==> config.mk <==
export PLATFORM = sky130hd
export DESIGN_NAME = rmj_div_cell
export DESIGN_NICKNAME = d
export VERILOG_FILES = /design/src/hdl/rmj_pkg.sv /design/src/hdl/rmj_div_cell.sv
export SDC_FILE = /design/constraint.sdc
export NUM_CORES = 2
export LEC_CHECK = 0
export ABC_CLOCK_PERIOD_IN_PS = 25000
export BUFFER_PORTS_ARGS = -buffer_cell sky130_fd_sc_hd__buf_2
export CAP_MARGIN = 20
export CORE_AREA = 2 2 614 616
export CTS_BUF_LIST = sky130_fd_sc_hd__clkbuf_16
export DETAILED_ROUTE_END_ITERATION = 10
export DIE_AREA = 0 0 616 618
export GPL_TIMING_DRIVEN = 0
export PLACE_DENSITY = 0.41
export RECOVER_POWER = 25
export SYNTH_ARGS = -nofsm -noshare
export SYNTH_HDL_FRONTEND = slang
export SYNTH_SLANG_ARGS = --single-unit
==> constraint.sdc <==
create_clock -name clk_i -period 25 [get_ports clk_i]
set_input_delay 5 -clock clk_i [delete_from_list [all_inputs] [get_ports clk_i]]
set_output_delay 5 -clock clk_i [all_outputs]
set_load 0.1 [all_outputs]
==> src/hdl/rmj_pkg.sv <==
// rmj_pkg: shared types and constants for the radar measurement jacobian
// depends on nothing; imported by every module of the block
`timescale 1ns / 1ps

package rmj_pkg;

  localparam int unsigned FRAC_BITS_DEF    = 16;
  localparam int unsigned SQRT_STEPS       = 32;
  localparam int unsigned QUOT_BITS        = 32;
  localparam int unsigned PADDR_W          = 3;
  localparam logic [15:0] MIN_RANGE_SQ_RST = 16'd7;
  localparam logic        REG_MIN_RANGE_SQ = 1'b0;

  typedef struct packed {
    logic signed [31:0] pos_x;
    logic signed [31:0] pos_y;
    logic signed [31:0] vel_x;
    logic signed [31:0] vel_y;
  } in_t;

  typedef struct packed {
    logic signed [31:0] drange_dpx;
    logic signed [31:0] drange_dpy;
    logic signed [31:0] dbearing_dpx;
    logic signed [31:0] dbearing_dpy;
    logic signed [31:0] drate_dpx;
    logic signed [31:0] drate_dpy;
    logic signed [31:0] drate_dvx;
    logic signed [31:0] drate_dvy;
    logic               range_too_small;
  } out_t;

  // square root chain payload
  typedef struct packed {
    logic [63:0] v;
    logic [63:0] res;
    logic [63:0] c1;
    logic [31:0] apx;
    logic [31:0] apy;
    logic [63:0] xmag;
    logic [5:0]  neg;
    logic        too_near;
  } sq_t;

  // divider chain payload, lanes 0-1 over r, 2-3 over c1, 4-5 over c3
  typedef struct packed {
    logic                  too_near;
    logic [5:0]            neg;
    logic [5:0]            big;
    logic [31:0]           r;
    logic [63:0]           c1;
    logic [95:0]           c3;
    logic [1:0][31:0]      rem_r;
    logic [1:0][63:0]      rem_c1;
    logic [1:0][95:0]      rem_c3;
    logic [5:0][31:0]      lq;
  } div_t;

endpackage

==> src/hdl/rmj_div_cell.sv <==
// rmj_div_cell: one quotient bit of all six restoring divisions
// depends on rmj_pkg
`timescale 1ns / 1ps

module rmj_div_cell import rmj_pkg::*; (
  input  logic clk_i,
  input  logic rst_ni,
  input  logic v_i,
  input  div_t d_i,
  output logic rdy_o,
  output logic v_o,
  output div_t d_o,
  input  logic rdy_i
);

  logic        v_q;
  div_t        d_q, nxt;
  logic [32:0] tr [2];
  logic [64:0] tc [2];
  logic [96:0] t3 [2];
  logic [5:0]  ge;

  assign rdy_o = ~v_q | rdy_i;

  always_comb begin
    nxt = d_i;
    for (int i = 0; i < 2; i++) begin
      tr[i]     = {d_i.rem_r[i], d_i.lq[i][31]};
      tc[i]     = {d_i.rem_c1[i], d_i.lq[2+i][31]};
      t3[i]     = {d_i.rem_c3[i], d_i.lq[4+i][31]};
      ge[i]     = tr[i] >= {1'b0, d_i.r};
      ge[2+i]   = tc[i] >= {1'b0, d_i.c1};
      ge[4+i]   = t3[i] >= {1'b0, d_i.c3};
      nxt.rem_r[i]  = ge[i]   ? 32'(tr[i] - {1'b0, d_i.r})  : tr[i][31:0];
      nxt.rem_c1[i] = ge[2+i] ? 64'(tc[i] - {1'b0, d_i.c1}) : tc[i][63:0];
      nxt.rem_c3[i] = ge[4+i] ? 96'(t3[i] - {1'b0, d_i.c3}) : t3[i][95:0];
    end
    for (int k = 0; k < 6; k++) begin
      nxt.lq[k] = {d_i.lq[k][30:0], ge[k]};
    end
  end

  always_ff @(posedge clk_i or negedge rst_ni) begin
    if (!rst_ni) begin
      v_q <= 1'b0;
    end else if (rdy_o) begin
      v_q <= v_i;
    end
  end

  always_ff @(posedge clk_i) begin
    if (rdy_o && v_i) begin
      d_q <= nxt;
    end
  end

  assign v_o = v_q;
  assign d_o = d_q;

endmodule

Yosys cells after proc, flatten, opt, wreduce, memory -nomap -nowiden. Index checks and enable logic that the tools add are counted.

Word-level logic and storage cells: 40. Register bits: 782.

Reduce and logical (&&, ||, !) cells: 1. Mux-type cells: 6. Add/sub/neg operators: 6. Bitwise gates (word level): 2. Order comparisons: 6.

Operator list (number): >= comparator 97 x 96 -> 1 bit (2); two-way mux 96 bit (2); subtractor 96 bit (2); >= comparator 65 x 64 -> 1 bit (2); two-way mux 64 bit (2); subtractor 64 bit (2); >= comparator 33 x 32 -> 1 bit (2); two-way mux 32 bit (2); subtractor 32 bit (2); logical AND 1 bit (1); inverter 1 bit (1); bitwise OR 1 bit (1).

Depth between registers and ports, before layout.
Depth after elaboration: 3. Gate-level depth with buffers: 17.

Worst setup path before layout. OpenSTA, ideal clock, no wires.

Kind: input -> register. Start point: input port rdy_i. End point: register d_q, in the netlist d_o[0] (enable). Data required time: 23755 ps. Setup slack: 341 ps. Data arrival time: 23414 ps. Cell stages on the path: 2. Buffers on the path: 0. Path through: nand2b_1 -> and2_1.

Cells in the longest elaborated chain, start to end: 2.

RTL lines: start, declared (RTL line rmj_div_cell.sv:13) `input logic rdy_i`; bitwise OR 1 bit (RTL line rmj_div_cell.sv:23) `assign rdy_o = ~v_q | rdy_i;`; logical AND 1 bit (RTL line rmj_div_cell.sv:52) `if (rdy_o && v_i) begin`; end signal, assigned (RTL line rmj_div_cell.sv:53) `d_q <= nxt;`; end, declared (RTL line rmj_div_cell.sv:17) `div_t d_q, nxt;`.

Every way passes these cells. A chain may end at the register's enable or synchronous reset.

Worst setup path in the final report.
Start point: input port rdy_i. End point: register d_q, in the netlist d_o[7] (enable).

Same word-level chain as after synthesis.

==> results.md <==
- Synthesis Warnings: 0
- CP endpoint kind: flop
- Worst ir drop on vdd: 60.1 uV
- Most area-consuming cells after synthesis: edfxtp_1 46%, ha_1 9.5%, a21oi_1 6.0%
- Status: finished with violations
- Max-slew headroom: -1.48
- Placement Rows: 225
- Die area: 381000 um2
- MaxCap Viol Count: 5
- Hold_ws: 0.526 ns
- Crit share post-route: 0.426
- DRT Pass-1 Iters: 6
- Post-synth cell types: ~100
- CP Max Fanout: between 60 and 70
- Tightest Pin Transition: 3.73 ns
- Post-CTS setup buffer count: 0
- Starting density of the core: 0.136
- Pwr Density: 78.3 nW/um2
- Post-synth EDFFs: 781
- Syn Nets: 6269
- Top cell type's share of synthesized area: 0.463
- Final min period: approximately 11 ns
- Fillers: 42300
- Final Hold Fails: 0
- Lkg Pwr: 28.1 nW
- Final worst slack: 14.34 ns
- CP Launch Type: input port
- # nets final: 7977
- Main synth FF type: edfxtp_1
- Gr ovfl total: 0
- Final setup vio count: 0
- Failing checks: max-capacitance violations, max-slew violations
- Routed vias/inst: a little over 4
- Chip Width: 616 um
- Final slew viol count: 214
- Yosys top cell by area: edfxtp_1
- Drt drc: 0
- Mean Syn Cell Area: 9.95 um2
- Worst Clk Skew: 0.0634 ns
- Routed Antenna Nets: 0
- Worst endpoint required time: 25.59 ns
- CTS Buf Count: about 120
- Post-CTS Hold Buffers: 0
- Register area share after synthesis: 0.463
- Cells after Synth: 5094
- Vias: 49600
- Core region area: 374000 um2
- Synth-to-Final Area Change: 36.0%
- WL final: 351000 um
- GRT Total Usage: 0.175
- Vias in the first global route: between 40000 and 50000
- IO Count: 1568
- Clk root buf: clkbuf_16
- Pre-CTS setup slack: approximately 14 ns
- Maximum clock rate: 93.8 MHz
- Routability congestion estimate: slightly above 0.9
- H-tree levels: 3
- Routed len/inst: 29.3 um
- PortBufs: around 1600
- CTS tree: yes
- Clock tree sinks: 782
- Initial DRC Count: 4864
- Seq cells post-synth: between 700 and 800
- Initial antenna violation count: 235
- FFs w/ async S/R, synth: 0.00128
- Post-CTS resize count: 0
- Critical path class: in2reg
- Cell area after synthesis: 50700 um2
- Min-delay worst type: reg2reg
- CTS max path bufs: 4
- Largest net degree at the start of global routing: 66
- Final HPWL DP: 305000 um
- First-pass GRT wire length: 446000 um
- Layout cells sized above 1: 0.253
- Clock Latency Late Sink: between 0.9 and 1 ns
- Die height: 618 um
- CP arrival: 11.25 ns
- RSZ-0062 raised after global routing: false
- Clock transition at path regs: 0.06 ns
==> metal layers <==
layer | track usage | vias to the layer above | part of all wire
met3 | 0.0694 | 601 | 0.11
met4 | 0.0642 | 52 | 0.041
met1 | 0.220 | 24300 | 0.42
met2 | 0.268 | 2314 | 0.43
li1 | - | 22300 | -
met5 | 0 | - | 0.0010
==> registers in the layout (all words and copies together) (netlist names) <==
register	flops
v_o	1
d_o	781
==> cell usage in the layout (no fill, tap or decap), types with 28 or more instances in the layout <==
cell type	synthesis	layout
o21a_1	39	39
nand2_1	471	471
clkbuf_16	0	118
nor3_1	62	62
mux2_1	28	28
o31ai_1	29	29
edfxtp_1	781	781
nand3_1	69	69
xnor2_1	213	213
nand2b_1	47	47
o21ai_0	379	379
mux2_2	38	38
o21bai_1	88	88
inv_1	323	337
nor2_1	360	360
a21oi_1	606	606
a31oi_1	47	47
ha_1	384	384
nand4_1	125	125
clkbuf_1	141	348
buf_2	45	1413
xor2_1	137	137
a21o_1	207	207
diode_2	0	78
and3_1	35	35
nor2b_1	41	41
==> cell families (layout without fill, tap and decap cells) <==
| kind of cell | after synthesis | after routing | synth area share |
|---|---|---|---|
| other cells | 0 | 78 | 0 |
| compound gates | 1615 | 1615 | 0.195 |
| mux | 77 | 77 | 0.0168 |
| buf+inv | 544 | 2350 | 0.0446 |
| fa+ha+maj | 390 | 390 | 0.0971 |
| simple gates | 1336 | 1336 | 0.123 |
| flops | 782 | 782 | 0.463 |
| xor+xnor | 350 | 350 | 0.0605 |
==> area by class of cell <==
class | instances | area, um2 | share of cell area
clock inverters | 100 | 925 | 0.0134
plain buffers | 220 | 1040 | 0.0151
repair buffers | 1588 | 7950 | 0.115
well taps | 4994 | 6250 | 0.0906
clock buffers | 118 | 2950 | 0.0428
flip-flops and latches | 782 | 23500 | 0.340
inverters | 324 | 1220 | 0.0177
multi-input cells | 3768 | 25000 | 0.362
diodes | 78 | 195 | 0.00283
==> where the power goes <==
group	switching, W	internal, W
clock	0.000749	0.000985
combinational	0.00159	0.000428
sequential	0.0000448	0.00160
total	0.00238	0.00301
==> path summary, 6_finish.rpt <==
kind | slack, ns | depth (start not counted) | end | from
max in group asynchronous | 21.02 | 1 | v_o | rst_ni
min in group asynchronous | 3.89 | 1 | v_o | rst_ni
setup / recovery | 14.34 | 7 | d_o[7] | rdy_i
hold reg to reg | 0.53 | 2 | v_o | v_o
hold / removal | 0.53 | 2 | v_o | v_o
setup reg to reg | 18.19 | 6 | d_o[7] | v_o
==> Yosys cell counts (62+ instances only) <==
cell,number
a21o_1,207
a21oi_1,606
clkbuf_1,141
edfxtp_1,781
ha_1,384
inv_1,323
nand2_1,471
nand3_1,69
nand4_1,125
nor2_1,360
nor3_1,62
o21ai_0,379
o21bai_1,88
xnor2_1,213
xor2_1,137
==> through the flow <==
| step | area, um2 | instances | power (W) | utilization | TNS [ns] |
|---|---|---|---|---|---|
| after global placement | 64800 | 11700 | 0.00379 | 0.173 | -9488.82 |
| after detailed placement | 65200 | 11700 | 0.00369 | 0.174 | 0 |
| after global routing | 68900 | 11900 | 0.00562 | 0.184 | 0 |
| final | 69000 | 12000 | 0.00540 | 0.184 | 0 |
| after floorplan | 50700 | 5094 | 0.00310 | - | 0 |
| after CTS | 69100 | 11900 | 0.00548 | 0.185 | 0 |
==> critical path: stages <==
cell and delay, ns:
buf_2 0.07, nand2b_1 0.12, and2_0 2.14, clkbuf_1 2.73, buf_16 0.24, buf_16 0.32
buf_16 0.33
No activity file was read; power rests on OpenSTA's default activity.
