$ cat config.mk
export PLATFORM = sky130hd
export DESIGN_NAME = rmj_out
export DESIGN_NICKNAME = d
export VERILOG_FILES = /design/src/hdl/rmj_pkg.sv /design/src/hdl/rmj_out.sv
export SDC_FILE = /design/constraint.sdc
export NUM_CORES = 1
export LEC_CHECK = 0
export BUFFER_PORTS_ARGS = -buffer_cell sky130_fd_sc_hd__buf_4
export CAP_MARGIN = 20
export CORE_AREA = 10 10 398 400
export DETAILED_ROUTE_END_ITERATION = 8
export DIE_AREA = 0 0 408 410
export PLACE_DENSITY = 0.37
export SLEW_MARGIN = 5
export SYNTH_ARGS = -nofsm -noshare
export SYNTH_HDL_FRONTEND = slang
export SYNTH_SLANG_ARGS = --single-unit
$ cat constraint.sdc
create_clock -name clk_i -period 10.6 [get_ports clk_i]
set_input_delay 2.12 -clock clk_i [delete_from_list [all_inputs] [get_ports clk_i]]
set_output_delay 2.12 -clock clk_i [all_outputs]
set_load 0.02 [all_outputs]
$ cat src/hdl/rmj_pkg.sv
// rmj_pkg: shared types and constants for the radar measurement jacobian
// depends on nothing; imported by every module of the block
`timescale 1ns / 1ps

package rmj_pkg;

  localparam int unsigned FRAC_BITS_DEF    = 16;
  localparam int unsigned SQRT_STEPS       = 32;
  localparam int unsigned QUOT_BITS        = 32;
  localparam int unsigned PADDR_W          = 3;
  localparam logic [15:0] MIN_RANGE_SQ_RST = 16'd7;
  localparam logic        REG_MIN_RANGE_SQ = 1'b0;

  typedef struct packed {
    logic signed [31:0] pos_x;
    logic signed [31:0] pos_y;
    logic signed [31:0] vel_x;
    logic signed [31:0] vel_y;
  } in_t;

  typedef struct packed {
    logic signed [31:0] drange_dpx;
    logic signed [31:0] drange_dpy;
    logic signed [31:0] dbearing_dpx;
    logic signed [31:0] dbearing_dpy;
    logic signed [31:0] drate_dpx;
    logic signed [31:0] drate_dpy;
    logic signed [31:0] drate_dvx;
    logic signed [31:0] drate_dvy;
    logic               range_too_small;
  } out_t;

  // square root chain payload
  typedef struct packed {
    logic [63:0] v;
    logic [63:0] res;
    logic [63:0] c1;
    logic [31:0] apx;
    logic [31:0] apy;
    logic [63:0] xmag;
    logic [5:0]  neg;
    logic        too_near;
  } sq_t;

  // divider chain payload, lanes 0-1 over r, 2-3 over c1, 4-5 over c3
  typedef struct packed {
    logic                  too_near;
    logic [5:0]            neg;
    logic [5:0]            big;
    logic [31:0]           r;
    logic [63:0]           c1;
    logic [95:0]           c3;
    logic [1:0][31:0]      rem_r;
    logic [1:0][63:0]      rem_c1;
    logic [1:0][95:0]      rem_c3;
    logic [5:0][31:0]      lq;
  } div_t;

endpackage

$ cat src/hdl/rmj_out.sv
// rmj_out: sign, saturation and small-range zeroing into the output register
// depends on rmj_pkg
`timescale 1ns / 1ps

module rmj_out import rmj_pkg::*; (
  input  logic clk_i,
  input  logic rst_ni,
  input  logic v_i,
  input  div_t d_i,
  output logic rdy_o,
  output logic out_valid_o,
  output out_t out_data_o,
  input  logic out_ready_i
);

  logic             v_q;
  out_t             d_q, nxt;
  logic [5:0][31:0] val;
  logic [31:0]      m [6];

  assign rdy_o = ~v_q | out_ready_i;

  always_comb begin
    for (int k = 0; k < 6; k++) begin
      m[k] = (d_i.big[k] || (d_i.lq[k] > 32'h8000_0000)) ? 32'h8000_0000 : d_i.lq[k];
      if (d_i.too_near) begin
        val[k] = '0;
      end else if (d_i.neg[k]) begin
        val[k] = -m[k];
      end else begin
        val[k] = m[k][31] ? 32'h7fff_ffff : m[k];
      end
    end
    nxt.drange_dpx      = val[0];
    nxt.drate_dvx       = val[0];
    nxt.drange_dpy      = val[1];
    nxt.drate_dvy       = val[1];
    nxt.dbearing_dpx    = val[2];
    nxt.dbearing_dpy    = val[3];
    nxt.drate_dpx       = val[4];
    nxt.drate_dpy       = val[5];
    nxt.range_too_small = d_i.too_near;
  end

  always_ff @(posedge clk_i or negedge rst_ni) begin
    if (!rst_ni) begin
      v_q <= 1'b0;
    end else if (rdy_o) begin
      v_q <= v_i;
    end
  end

  always_ff @(posedge clk_i) begin
    if (rdy_o && v_i) begin
      d_q <= nxt;
    end
  end

  assign out_valid_o = v_q;
  assign out_data_o  = d_q;

endmodule

Word level (Yosys, flattened, before mapping):

Cells that the tools add are included.

* flip-flop bits (word level): 194
* input port bits: 785

* $add $sub $neg: 6
* reductions and logical operators: 7
* mux-type cells: 18
* $lt $le $gt $ge: 6
* bitwise logic cells: 2

Operators by type and width (count)
* 32-bit two-way mux: 12
* 32-bit > comparator (second input constant): 6
* 32-bit negator: 6
* 31-bit two-way mux: 6
* 1-bit logical OR: 6
* 1-bit logical AND: 1
* 1-bit NOT: 1
* 1-bit bitwise OR: 1

Depth between registers and ports, before layout:

* word-level depth: 5
* depth in mapped cells: 16
* gate-level depth less buffers: 12

Worst setup path before layout:

OpenSTA, ideal clock, no wires.

* path type: input to register
* start: in out_ready_i
* end: reg d_q (netlist bit out_data_o[0]), enable pin
* path buffers: 0
* cell stages on the path: 2
* path slack: 3204 ps
* arrival time: 6820 ps
* setup time: 576 ps
* data required time: 10024 ps
* cells stage by stage: nand2b_1 and2_1

* cells in the longest elaborated chain, start to end: 2

RTL lines
* start: declaration: line rmj_out.sv:13 `input logic out_ready_i`
* 1-bit bitwise OR: line rmj_out.sv:21 `assign rdy_o = ~v_q | out_ready_i;`
* 1-bit logical AND: line rmj_out.sv:54 `if (rdy_o && v_i) begin`
* end signal: assignment: line rmj_out.sv:55 `d_q <= nxt;`
* end: declaration: line rmj_out.sv:17 `out_t d_q, nxt;`

No other way between the ends.
A chain may end at the register's enable or synchronous reset.

Final worst setup path:

* start: in d_i[53] in the netlist's numbering
* end: reg d_q (netlist bit out_data_o[27]) (data pin)

* cells in the longest elaborated chain, start to end: 5
* elaborated cells between the ends (all ways): 6

RTL lines
* start: declaration: line rmj_out.sv:9 `input div_t d_i,`
* 32-bit > comparator: line rmj_out.sv:25 `m[k] = (d_i.big[k] || (d_i.lq[k] > 32'h8000_0000)) ? 32'h8000_0000 : d_i.lq[k];`
* 1-bit logical OR: line rmj_out.sv:25
* 32-bit two-way mux (*): line rmj_out.sv:25
* 32-bit negator / 31-bit two-way mux (equally long branches): line rmj_out.sv:29, rmj_out.sv:31
* 32-bit two-way mux (*): line rmj_out.sv:28 `end else if (d_i.neg[k]) begin`

Every way passes the cells marked *; elsewhere a longest branch is shown, timed or not.

==> results.py <==
metrics = {
    "outcome": {
        "status": "finished clean",
    },
    "critical_path": {
        "crit_type": "in2reg",
        "cp.depth": 11,
        "slowest_stage": "a41o_1",
        "cpLargestDelayFamily": "compound AO/OA/AOI/OAI gates",
        "worst-path-max-fanout": 24,
        "arrival_ns": 6.78,
        "worst-r2r-cell-count": 3,
        "crit_required_ns": 10.84,
        "cp-end-kind": "flip-flop",
        "cp_cell_sequence": "buf_4 > or4_1 > nor4b_1 > a41o_1 > nand2_1 > ha_1 > nor2b_1 > a31oi_1 > o21bai_1 > nor3_1 > a2111oi_0",
        "cp_num_buf_inv": 1,
        "max_stage_delay_ns": 0.91,
        "startpoint_type": "input pin",
    },
    "floorplan": {
        "die_h_um": 410,
        "core_mm2": 0.1508,
        "die_area_mm2": 0.1673,
        "pin_count": 1044,
        "die_width_um": 408,
        "rows": 143,
        "initial_core_util_pct": 9.565,
    },
    "min_path": {
        "hold-path-cell-count": 2,
        "hold_class": "reg2reg",
    },
    "logic_synthesis": {
        "synth-seq-cells": 194,
        "ys_seq_area_share_pct": 40.35,
        "synth.avg_cell_area_um2": 8.582,
        "synth_cell_types": 82,
        "synth_cells": 1681,
        "syn_area_mm2": 0.01443,
        "synthesis.nets": 2472,
        "synth_edf_count": 193,
        "yosysTopAreaCell": "edfxtp_1",
        "yosysWarningCount": 0,
        "synth_top_area_share_pct": 40.17,
        "yosys-top-cells-area": "edfxtp_1, a21oi_1, o21ai_0",
        "synthArstFlopShare_pct": 0.5155,
        "synth_ff_type": "edfxtp_1",
    },
    "route": {
        "viasPerCell": 3.884,
        "detail_route.iter0.violations": 1361,
        "ant_nets": 0,
        "vias": 15730,
        "routedWlPerCell_um": 24.24,
        "drt-total-wl_mm": 98.19,
        "dr.pass1.iters": 6,
        "drc": 0,
    },
    "global_routing": {
        "track_usage_pct": 11.23,
        "grt_max_degree": 120,
        "grt.met3_usage_pct": 6.147,
        "grt-ovfl-total": 0,
        "antenna_found_initial": 47,
        "grtUsageMet1_pct": 13.57,
        "grt_busiest_layer": "met2",
        "grt_first_pass_wirelength_mm": 133.1,
        "met2_usage_pct": 17.05,
        "grt_pass1_vias": 15400,
    },
    "layout": {
        "drive_gt1_share_pct": 28.83,
        "final_common_cell": "buf_4",
        "layout.nets": 2793,
        "final_cell_mix": "buf_4, edfxtp_1, nor2_1",
        "post-route-util_pct": 13.50,
        "fillers": 17290,
        "area_delta_synth_final_pct": 41.12,
    },
    "sta": {
        "setup_viol": 0,
        "fin_crit_sh_pct": 61.67,
        "hold_viol": 0,
        "finClkSkew_ns": 0.02534,
        "slew_viol_final": 0,
        "slew_headroom_pct": 19.13,
        "fin_crit_ns": 6.537,
        "fmax_mhz": 153.0,
        "worst_slew_pin_slew_ns": 1.213,
        "rsz0062_at_grt": "false",
        "hold_slack_ns": 0.5538,
        "final.setup.tns_ns": 0,
    },
    "placed_design": {
        "io_buffers": 467,
        "hpwl_mm": 78.83,
        "gp_congestion": 0.8739,
    },
    "power_and_ir_drop": {
        "leakagePower_nw": 6.862,
        "vdd_ir_drop_max_v": 0.00009764,
        "p_per_area_mw_per_mm2": 116.3,
    },
    "clocking": {
        "clock_path_buffers": 2,
        "clk_root_buffer_cell": "clkbuf_16",
        "path_clk_slew_ns": 0.08,
        "cts_sinks": 194,
        "htreeDepth": 4,
        "hold_buffers": 0,
        "cts_made_buffers": 17,
        "clk_latency_ns": 0.55,
        "cts_resized": 0,
        "cts_tree": "built",
        "cts_setup_buffers": 0,
    },
    "flow_run": {
        "drv_cap": 0,
    },
}
==> tightest hold or removal path, cell delays in order (launching register included) <==
cell and delay, ns:
dfrtp_1 0.35, nand2b_1 0.10, nand2b_1 0.08
==> state kept, by name, summed over array words and instances (netlist names) <==
name / flops
out_data_o: 193
out_valid_o: 1
==> cell type report <==
type,count,area (um2),share of cell area [%]
inverter,29,108.9,0.5347
clock buffer,17,425.4,2.090
clock inverter,15,232.7,1.143
multi-input combinational,1273,7546,37.07
timing repair buffer,487,3672,18.04
antenna,5,12.51,0.06146
sequential,194,5821,28.59
tap,2030,2540,12.48
==> power breakdown <==
part | total [mW] | switching (mW) | internal [mW] | leakage (nW)
clock network | 0.756 | 0.423 | 0.333 | 0.312
registers | 0.948 | 0.0370 | 0.911 | 1.90
logic | 0.662 | 0.434 | 0.228 | 4.65
total | 2.37 | 0.894 | 1.47 | 6.86
==> final timing paths <==
kind                        startpoint              end  slack [ns]
min in group asynchronous       rst_ni      out_valid_o        1.35
max in group asynchronous       rst_ni      out_valid_o        9.16
setup / recovery               d_i[53]   out_data_o[27]        4.06
hold reg to reg            out_valid_o      out_valid_o        0.55
setup reg to reg           out_valid_o  out_data_o[118]        8.52
hold / removal             out_valid_o      out_valid_o        0.55
==> synthesized netlist by cell type, types with 18 or more instances <==
library cell	n
nand3_1	46
a31oi_1	47
edfxtp_1	193
or3_1	49
nor4_1	40
o21ai_0	130
o31ai_1	25
buf_4	65
clkbuf_1	106
a211oi_1	43
a311oi_1	26
nor3_1	73
nor2_1	173
or2_2	21
inv_1	29
or4_1	36
nand2_1	143
a221oi_1	18
a21oi_1	140
==> metal layers <==
metal / wire length, um / share of wire [%]
met1: 40640 / 41
met2: 43500 / 44
met3: 11870 / 12
met4: 1859 / 1.9
met5: 325 / 0.33
==> metrics by stage <==
step                setup WS, ns  cell area [um2]  std cells  total power, mW
floorplan                  3.204            14430       1681            1.287
global placement           3.515            19670       4011            1.639
detailed placement         3.640            19680       4012            1.633
CTS                        4.179            20330       4044            2.433
global route               3.755            20360       4050            2.503
finish                     4.063            20360       4050            2.367
==> kinds of logic (layout without fill, tap and decap cells) <==
group / after synthesis / in the layout / share of synthesized area (%)
DFF: 194 / 194 / 40.35
and+or+nand+nor: 653 / 653 / 22.93
other: 0 / 5 / 0
AOI/OAI and AO/OA: 593 / 593 / 27.46
muxes: 2 / 2 / 0.1561
adders and majority gates: 6 / 6 / 0.5204
buffers and inverters: 214 / 548 / 7.433
xor gates and xnor gates: 19 / 19 / 1.154
(Power assumes the default switching activity.)
