**config.mk**
```make
export PLATFORM = sky130hd
export DESIGN_NAME = rmj_sqrt_cell
export DESIGN_NICKNAME = d
export VERILOG_FILES = /design/src/hdl/rmj_pkg.sv /design/src/hdl/rmj_sqrt_cell.sv
export SDC_FILE = /design/constraint.sdc
export NUM_CORES = 1
export LEC_CHECK = 0
export BUFFER_PORTS_ARGS = -buffer_cell sky130_fd_sc_hd__buf_2
export CAP_MARGIN = 20
export CORE_AREA = 2 2 254 256
export DETAILED_ROUTE_END_ITERATION = 8
export DIE_AREA = 0 0 256 258
export GPL_TIMING_DRIVEN = 0
export PLACE_DENSITY = 0.41
export SYNTH_ARGS = -nofsm -noshare
export SYNTH_HDL_FRONTEND = slang
export SYNTH_SLANG_ARGS = --single-unit
```
**constraint.sdc**
```tcl
create_clock -name clk_i -period 17.2 [get_ports clk_i]
set_input_delay 0 -clock clk_i [delete_from_list [all_inputs] [get_ports clk_i]]
set_output_delay 0 -clock clk_i [all_outputs]
set_load 0.1 [all_outputs]
```
**src/hdl/rmj_pkg.sv**
```systemverilog
// rmj_pkg: shared types and constants for the radar measurement jacobian
// depends on nothing; imported by every module of the block
`timescale 1ns / 1ps

package rmj_pkg;

  localparam int unsigned FRAC_BITS_DEF    = 16;
  localparam int unsigned SQRT_STEPS       = 32;
  localparam int unsigned QUOT_BITS        = 32;
  localparam int unsigned PADDR_W          = 3;
  localparam logic [15:0] MIN_RANGE_SQ_RST = 16'd7;
  localparam logic        REG_MIN_RANGE_SQ = 1'b0;

  typedef struct packed {
    logic signed [31:0] pos_x;
    logic signed [31:0] pos_y;
    logic signed [31:0] vel_x;
    logic signed [31:0] vel_y;
  } in_t;

  typedef struct packed {
    logic signed [31:0] drange_dpx;
    logic signed [31:0] drange_dpy;
    logic signed [31:0] dbearing_dpx;
    logic signed [31:0] dbearing_dpy;
    logic signed [31:0] drate_dpx;
    logic signed [31:0] drate_dpy;
    logic signed [31:0] drate_dvx;
    logic signed [31:0] drate_dvy;
    logic               range_too_small;
  } out_t;

  // square root chain payload
  typedef struct packed {
    logic [63:0] v;
    logic [63:0] res;
    logic [63:0] c1;
    logic [31:0] apx;
    logic [31:0] apy;
    logic [63:0] xmag;
    logic [5:0]  neg;
    logic        too_near;
  } sq_t;

  // divider chain payload, lanes 0-1 over r, 2-3 over c1, 4-5 over c3
  typedef struct packed {
    logic                  too_near;
    logic [5:0]            neg;
    logic [5:0]            big;
    logic [31:0]           r;
    logic [63:0]           c1;
    logic [95:0]           c3;
    logic [1:0][31:0]      rem_r;
    logic [1:0][63:0]      rem_c1;
    logic [1:0][95:0]      rem_c3;
    logic [5:0][31:0]      lq;
  } div_t;

endpackage

```
**src/hdl/rmj_sqrt_cell.sv**
```systemverilog
// rmj_sqrt_cell: one bit of the integer square root of the squared range
// depends on rmj_pkg
`timescale 1ns / 1ps

module rmj_sqrt_cell import rmj_pkg::*; #(
  parameter int unsigned K = 0
) (
  input  logic clk_i,
  input  logic rst_ni,
  input  logic v_i,
  input  sq_t  d_i,
  output logic rdy_o,
  output logic v_o,
  output sq_t  d_o,
  input  logic rdy_i
);

  localparam logic [63:0] BIT = 64'd1 << (62 - 2 * K);

  logic        v_q;
  sq_t         d_q, nxt;
  logic [64:0] sum;
  logic        ge;

  assign rdy_o = ~v_q | rdy_i;
  assign sum   = {1'b0, d_i.res} + {1'b0, BIT};
  assign ge    = {1'b0, d_i.v} >= sum;

  always_comb begin
    nxt = d_i;
    if (ge) begin
      nxt.v   = d_i.v - sum[63:0];
      nxt.res = (d_i.res >> 1) + BIT;
    end else begin
      nxt.res = d_i.res >> 1;
    end
  end

  always_ff @(posedge clk_i or negedge rst_ni) begin
    if (!rst_ni) begin
      v_q <= 1'b0;
    end else if (rdy_o) begin
      v_q <= v_i;
    end
  end

  always_ff @(posedge clk_i) begin
    if (rdy_o && v_i) begin
      d_q <= nxt;
    end
  end

  assign v_o = v_q;
  assign d_o = d_q;

endmodule

```
* Yosys cells after proc, flatten, opt, wreduce, memory -nomap -nowiden *
Cells that the tools add are included.

storage, ports and cells
  register bits after elaboration = 328
  output and inout port bits = 329
  word-level logic and storage cells = 19

operators by class
  $add $sub $neg = 3
  order comparisons = 1
  multiplexer cells = 2
  bitwise logic cells = 2
  reduce and logical (&&, ||, !) cells = 1

operators by type and width
  cell                                             count
  adder 64 x 63 -> 65 bit (second input constant)  1
  >= comparator 64 x 65 -> 1 bit                   1
  adder 63 x 63 -> 64 bit (second input constant)  1
  2-to-1 mux 64 bit                                1
  subtractor 64 bit                                1
  2-to-1 mux 63 bit                                1
  logical AND 1 bit                                1
  NOT 1 bit                                        1
  bitwise OR 1 bit                                 1

* Longest topological paths before layout *
Gate-level depths: netlist of the first run.

  depth in word-level cells = 3
  gate-level depth with buffers = 15
  gate-level depth less buffers = 13

* Least setup slack after synthesis of the first run *
Ideal clock, no wire load.

  path type = reg2reg
  start = register v_q (netlist: v_o)
  end = register d_q, in the netlist d_o[0] (enable)
  setup time = 0.728 ns
  arrival = 9.151 ns
  path slack = 7.321 ns
  stages on the path, launching flop included = 3
  clock period less this slack = 9.879 ns
  cell sequence = dfrtp_1 > nand2b_1 > and2_1

between the ends
  cells in the longest elaborated chain, start to end = 3

ends and longest elaborated chain
  what                    line                 text
  from (decl)             rmj_sqrt_cell.sv:20  logic v_q;
  from (signal assigned)  rmj_sqrt_cell.sv:43  v_q <= v_i;
  NOT 1 bit               rmj_sqrt_cell.sv:25  assign rdy_o = ~v_q | rdy_i;
  bitwise OR 1 bit        rmj_sqrt_cell.sv:25
  net rdy_o               rmj_sqrt_cell.sv:12  output logic rdy_o,
  logical AND 1 bit       rmj_sqrt_cell.sv:48  if (rdy_o && v_i) begin
  to (signal assigned)    rmj_sqrt_cell.sv:49  d_q <= nxt;
  to (decl)               rmj_sqrt_cell.sv:21  sq_t d_q, nxt;

The timed path passes the listed nets, and every way through them passes these cells.
A chain may end at the register's enable or synchronous reset.

==> results.md, run 1 <==
* Kind of critical path: in2reg
* WP depth at 17
* Worst EP required at around 18000 ps
* Crit-path most repeated cell: buf_2
* Adder-cell share of the synthesized area at 5.68%
* Crit path max-delay family: buffers and inverters
* Worst Path Buf+Inv at 7
* Slowest stage delay, CP at ~570 ps
* Final instance area at about 24000 µm²
* Largest family of logic cells by synthesized area: compound AO/OA/AOI/OAI gates
* Crit path max fanout at 10
* Sw Pwr at ~950 µW
* Minimum clock period at 4790 ps
* Setup crit end kind: register
* Port bufs at around 660
* Peak supply drop at roughly 62 µV
* Setup Fix Bufs, Post-CTS at 0
* Post-DP Area at about 19000 µm²
* Fin crit share at between 20% and 30%
* Slew @ Worst Pin at ~800 ps
* Largest net degree at the start of global routing at between 60 and 70
* CP Launch Type: primary input
* Share of layout cells above drive strength 1 at around a third
* Unrepaired setup endpoints after global routing: false
* Fmax at between 200 and 250 MHz
* Post-Synth Simple-Gate Area at approximately 7.4%
* Leak at slightly above 0.01 µW
* CTS HTree Levels at 2
* Final Hold Vio Count at 0
* DRT Wirelength at about 64000 µm
* Gate Count Post-Synth at ~1100
* DR iter-0 viols at 786
* Sw frac at a little under two fifths
* HP Class: in2reg
* Post-synth EDFFs at 327
* Setup TNS at 0 ps
* Initial Util at about 23%
* Final ANT Viol Nets at 0
* Share of the synthesized area in the top cell type at ~67%
* Post-synthesis sequential area ratio at approximately 67%
* Mean area per synthesized cell at about 13 µm²
* Crit-path slowest cell: a311oi_2
* Sink Count at about 330
* Initial antenna violation count at 13
* Synth area leaders: edfxtp_1, ha_1, a21oi_1
* Placed wire-length estimate at 50400 µm
* CP cell instances: dlygate4sd3_1 -> buf_2 -> inv_1 -> ha_1 -> buf_2 -> nand4_1 -> or2_1 -> a2111o_1 -> a311oi_2 -> o31ai_1 -> nor3_2 -> o32ai_2 -> o31ai_4 -> buf_4 -> buf_2 -> a21oi_1 -> dlygate4sd3_1
* Synth Area in Compound Gates at 11.9%
* GRT Resource Usage Total at between 10% and 20%
* Inserted Clock Buffers at 40
* Hold Crit Start: d_i[199]
* Hold Buf Count CTS at 331
* Synth Flop Type: edfxtp_1
* Worst setup startpoint: d_i[206]
* Relative slew slack at 44.3%
* DR pass1 iterations at 5
* Slew Viols, Final at 0
* Sequential share of power at between 30% and 40%
* Status: finished clean
* Placed instance count at roughly 2600
* Distinct cells, synth at between 60 and 70
* Num rows at between 90 and 100
* DIE WIDTH at about 260 µm
* Reg-to-Reg Start: v_o
* Setup Viol. Count Final at 0
* Area leader, netlist: edfxtp_1
* Ys async rst share at less than 1%
* Clock share of power at ~33%
* R2R depth at 4
* Overflow after GRT at 0
* Worst path arrival time at 5110 ps
* Internal power at 1620 µW
* Synth Area in XOR/XNOR at approximately 3.5%
* Synthesized area at 14700 µm²
* Logic pwr share at about 30%
* Final Non-Filler Cells at 3034
* WHS Path Cells at 4
* Worst skew pair latency at about 570 ps
* First-pass GRT wire length at between 90000 and 100000 µm
* DRC errors left at 0
* Post-layout util at a little under two fifths
* Synth warn at 0
* Vias in the first global route at 13695
* Max-cap violation count at 0
* Die area at between 60000 and 70000 µm²
* Via count at about 13000
* Average wire per standard cell at roughly 21 µm
* Max Root-Sink Buffers at 3
* IO Pins at 660
* Placer Congestion at 0.892
* Worst-path clk slew at approximately 60 ps
* Register bit total from synthesis at approximately 330
* Pwr dens at roughly 110 nW/µm²
* Resized cells post-CTS at 0
* Area of the core at ~64000 µm²
* CTS tree: done
* Final Skew at about 15 ps
* Layout area overhead at 62.2%
* Syn nets at approximately 1500
* Vias/cell at approximately 4.3
* Die H at 258 µm
* NumNets Final at between 2000 and 3000
* Clock root cell: clkbuf_16
* Multiplexer share of the synthesized area at less than 1%
cells in the final DEF (no fill, tap or decap), types with 5 or more instances in the layout:
cell	instances
nor2b_1	9
a21oi_1	125
nor2_1	90
ha_1	65
xnor2_1	34
inv_1	81
xor2_1	25
a21o_1	34
o21a_1	6
o21bai_1	16
clkinv_2	10
and2_1	6
a21boi_0	5
nand3_1	13
nand2_1	60
o21ai_0	36
clkbuf_1	33
mux2_1	7
nand4_1	22
clkbuf_16	41
nor3_1	8
buf_16	5
mux2_2	6
nand2b_1	6
edfxtp_1	327
buf_2	670
diode_2	6
a31oi_1	16
and3_1	5
dlygate4sd3_1	331
cells in the mapped netlist (all sizes together), types with 7 or more instances:
cell type and instances:
buf 15, edfxtp 327, nor3 9, nor2 90, nand4 22, o21ai 36, o21bai 16, a31oi 16
ha 65, clkbuf 28, and2 7, nand2 60, a21o 34, mux2 13, a21oi 125, nor2b 9
inv 81, xnor2 34, xor2 25, nand3 13
power by group through the flow:
stage          sequential [µW]  clock (µW)  combinational, µW
2_1_floorplan             1340           0                175
3_3_place_gp               998           0                698
3_5_place_dp               974           0                703
4_1_cts                    959         880                772
5_1_grt                    963         906                805
6_report                   959         851                765
worst reg2reg max path, stage by stage, from the launching register on:
cell and delay (ps):
dfrtp_1 380, nand2b_1 120, and2_4 540, buf_16 380, buf_16 350
path summary, 6_finish.rpt:
kind / to / slack [ps]
worst min register to register: d_o[88] / 1030
max in group asynchronous: v_o / 16830
worst max register to register: d_o[12] / 15040
min in group asynchronous: v_o / 260
worst max-delay path: d_o[263] / 12410
worst min-delay path: d_o[264] / 140
cell type report:
| type | instances | area (µm²) |
|---|---|---|
| timing repair buffer | 995 | 6750 |
| buffer | 43 | 190 |
| clock inverter | 26 | 251 |
| inverter | 81 | 304 |
| clock buffer | 46 | 1040 |
| fill | 6391 | 39800 |
| tap | 855 | 1070 |
| multi-input combinational | 654 | 4340 |
| sequential | 328 | 9840 |
| antenna | 6 | 15.0 |
per-layer routing:
metal / vias up / share of wire, % / track usage [%]
li1: 6201 / - / -
met1: 6289 / 38 / 20.3
met2: 496 / 52 / 34.3
met3: 98 / 5.8 / 4.65
met4: 14 / 4.8 / 8.84
met5: - / 0.15 / 0
through the flow:
stage | total power, µW | worst slack (ps) | hold WS [ps]
after floorplan | 1520 | 7320 | -296
after global placement | 1700 | 4840 | -225
after detailed placement | 1680 | 12770 | -222
after CTS | 2610 | 12360 | 92.0
after global routing | 2670 | 12180 | 110
final | 2570 | 12410 | 136
logic make-up (layout without fill, tap and decap cells):
kind of cell / count (synthesis) / after routing
flops: 328 / 328
compound gates: 280 / 280
simple gates: 236 / 236
buf+inv: 124 / 1191
fa+ha+maj: 66 / 66
xor+xnor: 59 / 59
mux: 13 / 13
other cells: 0 / 6
state kept, by name, indices dropped and copies added (netlist names):
register	flops
v_o	1
d_o	327
(Power assumes the default switching activity.)
==> inputs of run 2 (changes only) <==
Clock period 17.2 ns to 4.8 ns, I/O delays scaled along.
==> results.md, run 2 (synthesis results as in run 1) <==
* Status: finished clean
* Commonest non-fill, non-tap cell in the layout: buf_2
* CP Launch Type: primary input
* R2R depth at 4 (unchanged)
* Average wire per standard cell at 21.1 µm (about the same)
* Peak supply drop at 217 µV (+250%)
* Share of layout cells above drive strength 1 at 34.4% (-0.47 points)
* DIE WIDTH at 256 µm (unchanged)
* IO Pins at 660 (unchanged)
* DR pass1 iterations at 5 (unchanged)
* Worst-path clk slew at 60 ps (about the same)
* Worst path arrival time at 4840 ps (-270 ps)
* Final instance area at 23800 µm² (-0.17%)
* Crit path max fanout at 4 (-6)
* Initial antenna violation count at 14 (+1)
* Vias in the first global route at 13731 (+0.26%)
* Layout area overhead at 61.9%
* Worst skew pair latency at 550 ps (-20 ps)
* Sink Count at 328 (unchanged)
* Final Non-Filler Cells at 3036 (+0.066%)
* Slew Viols, Final at 0 (unchanged)
* Initial Util at 23.1% (unchanged)
* DR iter-0 viols at 874 (+11%)
* Worst EP required at 5220 ps (-12290 ps)
* NumNets Final at 2540 (unchanged)
* Leak at 0.0101 µW (-0.32%)
* Die H at 258 µm (unchanged)
* GRT Resource Usage Total at 18.8% (+0.066 points)
* Max-cap violation count at 0 (unchanged)
* Slowest stage delay, CP at 650 ps (+80 ps)
* CTS HTree Levels at 2 (unchanged)
* Worst Path Buf+Inv at 3 (-4)
* Overflow after GRT at 0 (unchanged)
* Placed instance count at 2625 (unchanged)
* Most frequent cells in the layout: buf_2, dlygate4sd3_1, edfxtp_1
* Clock root cell: clkbuf_16
* Crit-path slowest cell: o31ai_1
* Setup Fix Bufs, Post-CTS at 0 (unchanged)
* DRT Wirelength at 64200 µm (about the same)
* Max Root-Sink Buffers at 3 (unchanged)
* Largest net degree at the start of global routing at 65 (-3.0%)
* Post-layout util at 37.3% (-0.065 points)
* Filler Cells Inserted at 6387 (-0.063%)
* Post-DP Area at 19200 µm² (about the same)
* Final Skew at 13.9 ps (-1.16 ps)
* Pwr Total at 9150 µW (+260%)
* Relative slew slack at 42.7% (-1.6 points)
* Port bufs at 659 (unchanged)
* Via count at 13013 (-0.65%)
* Setup crit end kind: register
* WHS Path Cells at 2 (-2)
* HP Class: in2reg
* Vias/cell at 4.29 (-0.71%)
* Minimum clock period at 4420 ps
* Reg-to-Reg End: d_o[145]
* Worst setup startpoint: d_i[263]
* CP cell instances: dlygate4sd3_1 -> buf_2 -> inv_1 -> ha_1 -> fa_1 -> nor2b_1 -> o2111ai_1 -> a2111o_1 -> a21o_1 -> o31ai_1 -> a31oi_1 -> o211ai_1 -> nor2_1 -> a311oi_1 -> mux2_2
* Max reg flops at 327 (unchanged)
* Unrepaired setup endpoints after global routing: false
* Die area at 66000 µm² (unchanged)
* Setup Viol. Count Final at 0 (unchanged)
* Inserted Clock Buffers at 40 (unchanged)
* DRC errors left at 0 (unchanged)
* Worst setup path end: d_o[325]
* Placer Congestion at 0.887 (-0.50%)
* Fin crit share at 92.1%
* Final ANT Viol Nets at 0 (unchanged)
* Setup TNS at 0 ps (unchanged)
* First-pass GRT wire length at 91900 µm (+0.27%)
* Fmax at around 230 MHz
* Crit path max-delay family: compound AO/OA/AOI/OAI gates
* Reg-to-Reg Start: v_o
* WP depth at 15 (-2)
* Final Hold Vio Count at 0 (unchanged)
* Num rows at 93 (unchanged)
* Pwr dens at 385 nW/µm² (+260%)
* R2R setup slack at 2490 ps (-12550 ps)
* CTS tree: done
* Kind of critical path: in2reg
* Area of the core at 63600 µm² (unchanged)
* Placed wire-length estimate at 51100 µm (+1.2%)
* Slew @ Worst Pin at 848 ps (+23.4 ps)
run 2: changes by cell type in the layout (fill, tap and decap cells not counted), moves of 2 or more:
cell / change
clkbuf_1: +4
clkinvlp_4: -2
inv_16: -2
clkinv_1: +5
diode_2: +4
clkinv_4: -2
clkinv_2: -7
run 2: metrics by stage:
step,hold slack [ps],worst slack [ps]
floorplan,-296,265
global placement,-225,336
detailed placement,-222,380
CTS,119,389
global route,139,224
finish,170,381
run 2: how the worst min path moves through the flow:
stage	slack [ps]	to	start
global route	140	d_o[133]	d_i[133]
floorplan	-300	v_o	rst_ni
detailed placement	-220	v_o	rst_ni
CTS	120	d_o[191]	d_i[191]
global placement	-220	v_o	rst_ni
finish	170	d_o[186]	d_i[186]
run 2: timing repair:
item,4_1_cts,5_1_grt
hold buffers,331,0
endpoints found under the hold margin,329,0
gates resized for setup,0,0
endpoints found under the setup margin,0,0
run 2: final cells by class:
class                   count  area [µm²]  share of cell area (%)
clock inverters            21         218                   0.916
clock buffers              49        1030                    4.35
repair buffers            995        6740                    28.4
flip-flops and latches    328        9840                    41.4
diodes                     10        25.0                   0.105
plain buffers              43         190                   0.800
well taps                 855        1070                    4.50
inverters                  81         304                    1.28
multi-input cells         654        4340                    18.3
run 2: layer usage:
| layer | track usage (%) | vias up | wire, µm |
|---|---|---|---|
| met4 | 8.17 | 8 | 2970 |
| li1 | - | 6214 | - |
| met2 | 34.8 | 484 | 33200 |
| met1 | 20.0 | 6205 | 24000 |
| met3 | 5.05 | 102 | 4010 |
| met5 | 0 | - | 54 |
run 2: power by group:
| group | internal, µW | total [µW] | switching, µW |
|---|---|---|---|
| registers | 3390 | 3440 | 43.9 |
| logic | 683 | 2750 | 2060 |
| clock network | 1750 | 2970 | 1220 |
| total | 5820 | 9150 | 3330 |
